--- config.mk ---
export PLATFORM = sky130hd
export DESIGN_NAME = chte_ctrl
export DESIGN_NICKNAME = d
export VERILOG_FILES = /design/src/hw/rtl/chte_pkg.sv /design/src/hw/rtl/chte_ctrl.sv
export SDC_FILE = /design/constraint.sdc
export NUM_CORES = 1
export LEC_CHECK = 0
export BUFFER_PORTS_ARGS = -buffer_cell sky130_fd_sc_hd__buf_2
export CAP_MARGIN = 0
export CORE_AREA = 2 2 39 41
export DETAILED_ROUTE_END_ITERATION = 8
export DIE_AREA = 0 0 41 43
export PLACE_DENSITY = 0.7
export SLEW_MARGIN = 20
export SYNTH_ARGS = -nofsm -noshare
export SYNTH_HDL_FRONTEND = slang
export SYNTH_SLANG_ARGS = --single-unit
--- constraint.sdc ---
create_clock -name clk -period 1.5 [get_ports clk]
set_input_delay 0.15 -clock clk [delete_from_list [all_inputs] [get_ports clk]]
set_output_delay 0.15 -clock clk [all_outputs]
set_load 0.02 [all_outputs]
--- src/hw/rtl/chte_pkg.sv ---
package chte_pkg;

  localparam int NumBucketsDef  = 8;
  localparam int BucketDepthDef = 16;

  localparam logic [31:0] HashSeed = 32'd5381;
  localparam logic [31:0] HashMul  = 32'd11;

  typedef enum logic [1:0] {
    KIND_INSERT = 2'd0,
    KIND_FIND   = 2'd1,
    KIND_REMOVE = 2'd2,
    KIND_CLEAR  = 2'd3
  } kind_t;

  typedef enum logic [2:0] {
    ST_ADDED   = 3'd0,
    ST_UPDATED = 3'd1,
    ST_FOUND   = 3'd2,
    ST_MISSING = 3'd3,
    ST_REMOVED = 3'd4,
    ST_FULL    = 3'd5,
    ST_CLEARED = 3'd6
  } status_t;

  typedef struct packed {
    logic [1:0]  kind;
    logic [63:0] key;
    logic [63:0] value;
  } req_t;

  typedef struct packed {
    logic [2:0]  status;
    logic [63:0] found_value;
    logic [7:0]  entry_count;
  } rsp_t;

  typedef enum logic [3:0] {
    S_IDLE,
    S_HASH,
    S_BUCKET,
    S_RD,
    S_CMP,
    S_RDLAST,
    S_MOVE,
    S_DONE,
    S_OUT
  } state_t;

  // controller to datapath
  typedef struct packed {
    logic load;       // capture request
    logic hash_step;  // fold one key byte
    logic red_start;  // start bucket reduction of the scaled hash
    logic red_step;   // reduce one nibble
    logic set_bucket; // take reduced bucket
    logic rd_slot;    // read slot at scan index
    logic rd_last;    // read last slot of bucket
    logic next_idx;
    logic wr_update;  // write value at hit index
    logic wr_append;  // append key/value, bump fill
    logic wr_move;    // move last into hit slot, drop fill
    logic clear_all;
    logic set_rsp;
    logic [2:0] status;
  } cmd_t;

  // datapath to controller
  typedef struct packed {
    logic [1:0] kind;
    logic       hash_done;
    logic       red_done;
    logic       scan_end;  // index reached fill
    logic       hit;       // key read equals request key
    logic       full;
  } sts_t;

endpackage

--- src/hw/rtl/chte_ctrl.sv ---
module chte_ctrl (
  input  logic            clk,
  input  logic            rst_n,
  input  logic            in_valid,
  output logic            in_stall,
  output logic            out_valid,
  input  logic            out_stall,
  input  chte_pkg::sts_t  sts,
  output chte_pkg::cmd_t  cmd
);
  import chte_pkg::*;

  state_t state_r, state_nxt;

  always_ff @(posedge clk) begin
    if (!rst_n) begin
      state_r <= S_IDLE;
    end else begin
      state_r <= state_nxt;
    end
  end

  assign in_stall  = (state_r != S_IDLE);
  assign out_valid = (state_r == S_OUT);

  always_comb begin
    state_nxt = state_r;
    cmd = '0;
    case (state_r)
      S_IDLE: begin
        if (in_valid) begin
          cmd.load = 1'b1;
          state_nxt = S_HASH;
        end
      end
      S_HASH: begin
        if (sts.kind == KIND_CLEAR) begin
          cmd.clear_all = 1'b1;
          cmd.status = ST_CLEARED;
          state_nxt = S_DONE;
        end else if (sts.hash_done) begin
          cmd.red_start = 1'b1;
          state_nxt = S_BUCKET;
        end else begin
          cmd.hash_step = 1'b1;
        end
      end
      S_BUCKET: begin
        if (sts.red_done) begin
          cmd.set_bucket = 1'b1;
          state_nxt = S_RD;
        end else begin
          cmd.red_step = 1'b1;
        end
      end
      S_RD: begin
        if (sts.scan_end) begin
          state_nxt = S_DONE;
          cmd.status = ST_MISSING;
          if (sts.kind == KIND_INSERT) begin
            if (sts.full) begin
              cmd.status = ST_FULL;
            end else begin
              cmd.wr_append = 1'b1;
              cmd.status = ST_ADDED;
            end
          end
        end else begin
          cmd.rd_slot = 1'b1;
          state_nxt = S_CMP;
        end
      end
      S_CMP: begin
        if (sts.hit) begin
          case (sts.kind)
            KIND_INSERT: begin
              cmd.wr_update = 1'b1;
              cmd.status = ST_UPDATED;
              state_nxt = S_DONE;
            end
            KIND_FIND: begin
              cmd.status = ST_FOUND;
              state_nxt = S_DONE;
            end
            default: begin
              cmd.rd_last = 1'b1;
              state_nxt = S_RDLAST;
            end
          endcase
        end else begin
          cmd.next_idx = 1'b1;
          state_nxt = S_RD;
        end
      end
      S_RDLAST: state_nxt = S_MOVE;
      S_MOVE: begin
        cmd.wr_move = 1'b1;
        cmd.status = ST_REMOVED;
        state_nxt = S_DONE;
      end
      S_DONE: begin
        cmd.set_rsp = 1'b1;
        state_nxt = S_OUT;
      end
      S_OUT: begin
        if (!out_stall) state_nxt = S_IDLE;
      end
      default: state_nxt = S_IDLE;
    endcase
  end

endmodule

==> impl_metrics.py, run 1 <==
metrics = {
    "status": {
        "status": "complete, but fails checks",
        "violations": "setup timing",
    },
    "placement": {
        "dp_slack_ns": 0.0261,
        "port_buffers": 28,
        "gp_congestion": 0.809,
        "dp_hpwl_mm": 1.07,
        "place_inst": 108,
    },
    "job": {
        "cap_violations": 0,
    },
    "yosys": {
        "syn_inst": 61,
        "synth_top_cell_area_share_pct": 17.9,
        "avgSynthCellArea_um2": 7.34,
        "synthTopCellsByCount": "nand2_1, and3_1",
        "synth_cell_types": 29,
        "yosys_warnings": 0,
        "synth-main-ff-cell": "dfxtp_1",
        "synth_area_um2": 448,
        "yosysMostFrequentCell": "nand2_1",
        "ys_seq_elements": 4,
        "netlist_top_cells_area": "dfxtp_1, and3_1, nor2b_1",
        "syn_nets": 72,
        "ys_seq_area_share_pct": 17.9,
        "synth_edf_count": 0,
        "async_reset_ff_share_pct": 0,
        "yosysTopAreaCell": "dfxtp_1",
    },
    "setup_path": {
        "max_stage_delay_ns": 0.55,
        "crit_required_ns": 1.35,
        "reg2reg_depth": 5,
        "path_cells": "or4b_4, nor3b_2, buf_4",
        "cpMaxStageDelayCell": "or4b_4",
        "crit_arrival_ns": 1.48,
        "path_max_fanout": 8,
        "r2r_start": "state_r[1]",
        "reg2reg_slack_ns": 0.10,
        "cp-end-kind": "output pin",
        "startpoint_type": "flop",
        "criticalPathCategory": "reg -> out",
        "r2r-end": "state_r[0]",
    },
    "finish": {
        "nNetsFinal": 112,
        "layout.cells.non_filler": 115,
        "n_fill_cell": 137,
        "reg_top3": "state_r: 4 flops",
        "drive_gt1_share_pct": 60.6,
        "max_flop_register": "state_r",
        "area_growth_pct": 77.1,
        "num_antenna_cells": 0,
        "largest_register_ffs": 4,
    },
    "floorplanning": {
        "dieArea_um2": 1760,
        "ios": 29,
        "core_um2": 1380,
        "initial_core_util_pct": 32.4,
        "num_rows": 14,
        "die_w_um": 41,
        "dieHeight_um": 43,
    },
    "clocking": {
        "holdBufCountCts": 0,
        "cts_tree": "yes",
        "clock_sinks": 4,
        "clockRootBuffer": "clkbuf_4",
        "clk_latency_ns": 0.25,
        "htreeDepth": 1,
        "cts_buffers": 3,
        "clock_path_buffers": 2,
        "cts.clk_slew.worst_paths_ns": 0.04,
    },
    "pwr": {
        "ir_drop_uv": 363,
        "p_sw_share_pct": 43.7,
        "p_sw_uw": 310,
        "pwr-share-comb_pct": 56.8,
        "p_per_area_nw_per_um2": 894,
        "clock_power_share_pct": 20.5,
        "p_int_uw": 399,
        "seqPwrFrac_pct": 22.7,
        "leakagePower_nw": 0.379,
    },
    "detailed_routing": {
        "drc": 0,
        "vias_per_cell": 5.35,
        "drt_pass1_iterations": 4,
        "vias": 615,
        "ant_nets": 0,
        "first_iter_violations": 6,
        "routedWlPerCell_um": 12.9,
        "drt-total-wl_mm": 1.49,
    },
    "timing": {
        "max_freq_mhz": 613,
        "final.setup.worst_slack_ns": -0.131,
        "slew_violations": 0,
        "setup-violations-final": 8,
        "min_period_ns": 1.63,
        "fin_skew_ns": 0.00245,
        "finalHoldViolCount": 0,
        "rsz0062_at_grt": "true",
        "fin_setup_tns_ns": -0.735,
        "maxSlewHeadroom_pct": 79.1,
        "min_period_over_period_pct": 109,
        "worstMarginPinSlew_ns": 0.309,
    },
    "worst_hold_path": {
        "min_from": "out_stall",
        "whs_path_depth": 3,
        "holdPathEnd": "state_r[3]",
        "hold_class": "in -> reg",
    },
    "grt": {
        "grt_max_degree": 10,
        "antenna_found_initial": 0,
        "overflow": 0,
        "grt_pass1_wl_mm": 2.21,
        "grtUsageTotal_pct": 18.4,
        "grt_pass1_vias": 500,
    },
}
per-layer routing:
metal  vias to the layer above  share of wire, %  track usage [%]
li1                        310                 -                -
met1                       281                42             23.0
met2                        22                51             29.1
met3                         2               6.2             5.24
met4                         0              0.87             6.00
met5                         -                 0                0
power by group through the flow:
stage | sequential [mW] | combinational, mW | clock, mW
floorplan | 0.135 | 0.252 | 0
global placement | 0.152 | 0.356 | 0
global route | 0.163 | 0.433 | 0.157
finish | 0.161 | 0.403 | 0.146
detailed placement | 0.153 | 0.354 | 0
CTS | 0.160 | 0.398 | 0.153
cells in the final DEF (no fill, tap or decap), drive strengths merged, types with 2 or more instances in the layout:
master   n
buf     39
nand2    6
and3     5
inv      4
nor2     4
nor2b    4
dfxtp    4
clkbuf   3
nand3    3
nor4b    3
nor3     3
and2     2
nand3b   2
nor4     2
nor3b    2
critical path, delay by kind of cell, from the launching register on:
| kind | cells | cell delay, ns |
|---|---|---|
| flip-flops | 1 | 0.37 |
| AND/OR/NAND/NOR | 2 | 0.71 |
| buffers and inverters | 1 | 0.16 |
stage by stage:
| stage | utilization [%] | hold WS, ns | instance area (µm²) | total power [mW] |
|---|---|---|---|---|
| global placement | 48.5 | 0.413 | 671 | 0.508 |
| detailed placement | 48.5 | 0.409 | 671 | 0.508 |
| finish | 57.3 | 0.157 | 793 | 0.709 |
| global route | 57.3 | 0.178 | 793 | 0.753 |
| CTS | 56.1 | 0.148 | 776 | 0.711 |
| floorplan | - | 0.276 | 478 | 0.387 |
area by class of cell:
type                            instances  area [µm²]  area share (%)
Sequential cell                         4        90.1            11.4
Timing Repair Buffer                   39         253            31.9
Tap cell                               16        20.0            2.52
Clock buffer                            3        22.5            2.84
Multi-Input combinational cell         49         393            49.5
Inverter                                4        15.0            1.89
kinds of logic after synthesis:
family | synth area share [%]
and+or+nand+nor | 56.7
buffers and inverters | 7.82
AOI/OAI and AO/OA | 17.6
DFF | 17.9
how the worst max path moves through the flow:
stage	depth (start not counted)	slack, ns	startpoint	to
floorplan	4	-0.08	state_r[1]	cmd[2]
global placement	3	0.08	state_r[3]	cmd[13]
detailed placement	4	0.03	state_r[3]	cmd[0]
CTS	3	-0.15	state_r[1]	cmd[13]
global route	3	-0.17	state_r[3]	cmd[13]
finish	3	-0.13	state_r[3]	cmd[13]
repair_timing:
item	CTS	global route
pin swaps	4	3
setup buffers	3	1
resized for setup	20	4
endpoints found under the setup margin	15	15
Power figures use the tool's default switching activity.
==> inputs of run 2 (changes only) <==
Settings changed: REMOVE_ABC_BUFFERS set to 1.
==> run 2 against run 1 <==
The flow still finishes with violations (setup timing). Fmax shrank 2.9%. First-iteration DRC count grew 120%. Clock-buffer cell count is the same. Hold slack gained 0.029 ns. Core utilization grew 4.5 points.
==> impl_metrics.py, run 2 (synthesis gave the netlist of run 1 again) <==
metrics = {
    "setup_path": {
        "path_max_fanout": 7,
        "cp.buffers_inverters": 2,
        "cpMaxStageDelayCell": "or4b_4",
        "crit_required_ns": 1.35,
        "crit_start": "state_r[2]",
        "reg2reg_slack_ns": 0.02,
        "crit_arrival_ns": 1.53,
        "r2r_start": "state_r[2]",
        "startpoint_type": "flop",
        "r2r-end": "state_r[0]",
        "cp-end-kind": "output pin",
        "criticalPathCategory": "reg -> out",
        "path_cells": "buf_12, or4b_4, nor3b_2, buf_4",
        "cp_top_family": "simple AND/OR/NAND/NOR gates",
        "reg2reg_depth": 5,
        "max_stage_delay_ns": 0.50,
    },
    "clocking": {
        "cts.clk_slew.worst_paths_ns": 0.04,
        "htreeDepth": 1,
        "clockRootBuffer": "clkbuf_4",
        "clock_sinks": 4,
        "clock_path_buffers": 2,
        "cts_tree": "yes",
        "clk_latency_ns": 0.23,
        "cts_buffers": 3,
    },
    "pwr": {
        "p_total_uw": 719,
        "pwr-share-comb_pct": 58.5,
        "p_int_uw": 417,
        "ir_drop_uv": 528,
        "p_per_area_nw_per_um2": 841,
        "p_sw_share_pct": 42.0,
        "p_sw_uw": 302,
        "leakagePower_nw": 0.387,
        "clock_power_share_pct": 18.5,
        "seqPwrFrac_pct": 23.0,
    },
    "floorplanning": {
        "core_um2": 1380,
        "die_w_um": 41,
        "dieHeight_um": 43,
        "num_rows": 14,
        "initial_core_util_pct": 32.4,
        "ios": 29,
        "dieArea_um2": 1760,
    },
    "timing": {
        "finalHoldViolCount": 0,
        "min_period_ns": 1.68,
        "slew_violations": 0,
        "fin_setup_tns_ns": -0.648,
        "min_period_over_period_pct": 112,
        "final.setup.worst_slack_ns": -0.180,
        "fin_skew_ns": 0.00224,
        "setup-violations-final": 7,
        "worstMarginPinSlew_ns": 0.360,
        "rsz0062_at_grt": "true",
        "max_freq_mhz": 595,
        "maxSlewHeadroom_pct": 75.7,
    },
    "placement": {
        "dp_slack_ns": -0.00756,
        "dp_hpwl_mm": 1.06,
        "placed_area_um2": 668,
        "gp_congestion": 0.820,
        "port_buffers": 28,
    },
    "finish": {
        "max_flop_register": "state_r",
        "n_fill_cell": 124,
        "area_growth_pct": 91.1,
        "drive_gt1_share_pct": 64.0,
        "fin_util_pct": 61.8,
        "seq_area_um2": 92.6,
        "largest_register_ffs": 4,
        "mostFrequentLayoutCells": "buf_2, buf_4, buf_6",
        "layout.cells.most_common": "buf_2",
        "final_area_um2": 856,
        "num_antenna_cells": 0,
        "multi_input_area_um2": 413,
        "nNetsFinal": 113,
        "reg_top3": "state_r: 4 flops",
    },
    "detailed_routing": {
        "vias": 636,
        "drt_pass1_iterations": 4,
        "vias_per_cell": 5.48,
        "drc": 0,
        "ant_nets": 0,
        "drt-total-wl_mm": 1.54,
        "routedWlPerCell_um": 13.3,
        "first_iter_violations": 13,
    },
    "grt": {
        "antenna_found_initial": 0,
        "gr-usage-met1_pct": 22.5,
        "grt_pass1_wl_mm": 2.24,
        "grtUsageTotal_pct": 18.5,
        "grt_use_met3_pct": 6.81,
        "grt_pass1_vias": 531,
        "met2_usage_pct": 29.7,
        "top_usage_layer": "met2",
        "overflow": 0,
        "grt_max_degree": 10,
    },
    "worst_hold_path": {
        "holdPathEnd": "state_r[3]",
        "min_from": "out_stall",
        "hold_class": "in -> reg",
        "whs_path_depth": 3,
    },
    "job": {
        "cap_violations": 0,
    },
    "status": {
        "violations": "setup timing",
        "status": "complete, but fails checks",
    },
}
==> run 2: cell count changes in the layout (fill, tap and decap cells not counted), moves of 2 or more <==
cell	change
nor2b_4	+2
and3_4	+2
buf_4	-2
buf_2	-2
and3_1	-2
buf_6	+4
==> run 2: how the worst max path moves through the flow <==
stage	endpoint	slack [ns]	cells past startpoint
after floorplan	cmd[2]	-0.34	3
after global placement	cmd[0]	-0.009	4
after detailed placement	cmd[0]	-0.008	4
after CTS	cmd[13]	-0.18	4
after global routing	cmd[13]	-0.22	4
final	cmd[13]	-0.18	4
==> run 2: timing repair <==
item | CTS | global route
setup endpoints to repair | 16 | 16
buffers inserted | 3 | 1
hold buffers | 0 | 0
pin swaps | 1 | 2
resized for setup | 26 | 15
==> run 2: layout make-up <==
type	count	share of cell area, %
well taps	16	2.34
clock buffers	3	2.63
multi-input cells	49	48.2
flip-flops and latches	4	10.8
repair buffers	40	34.2
inverters	4	1.75
==> run 2: per-stage QoR <==
stage | cells | hold WS (ns)
finish | 116 | 0.185
global route | 116 | 0.184
detailed placement | 110 | 0.414
floorplan | 57 | 0.276
CTS | 115 | 0.172
global placement | 110 | 0.418
==> run 2: per-layer routing <==
metal  part of all wire [%]  routed length [µm]
met1                     42                 644
met3                    6.4                  98
met4                      0                   0
met5                      0                   0
met2                     52                 795
==> run 2: worst reg2reg max path: cells and delay by family (launching register included) <==
family	cells	cell delay, ns
simple gates	2	0.67
compound gates	1	0.13
buf+inv	2	0.28
flops	1	0.33
==> run 2: power by group through the flow <==
stage / clock network, mW / registers, mW / logic, mW
after floorplan: 0 / 0.162 / 0.199
after global placement: 0 / 0.152 / 0.352
after detailed placement: 0 / 0.154 / 0.354
after CTS: 0.140 / 0.161 / 0.389
after global routing: 0.150 / 0.170 / 0.449
final: 0.133 / 0.165 / 0.421
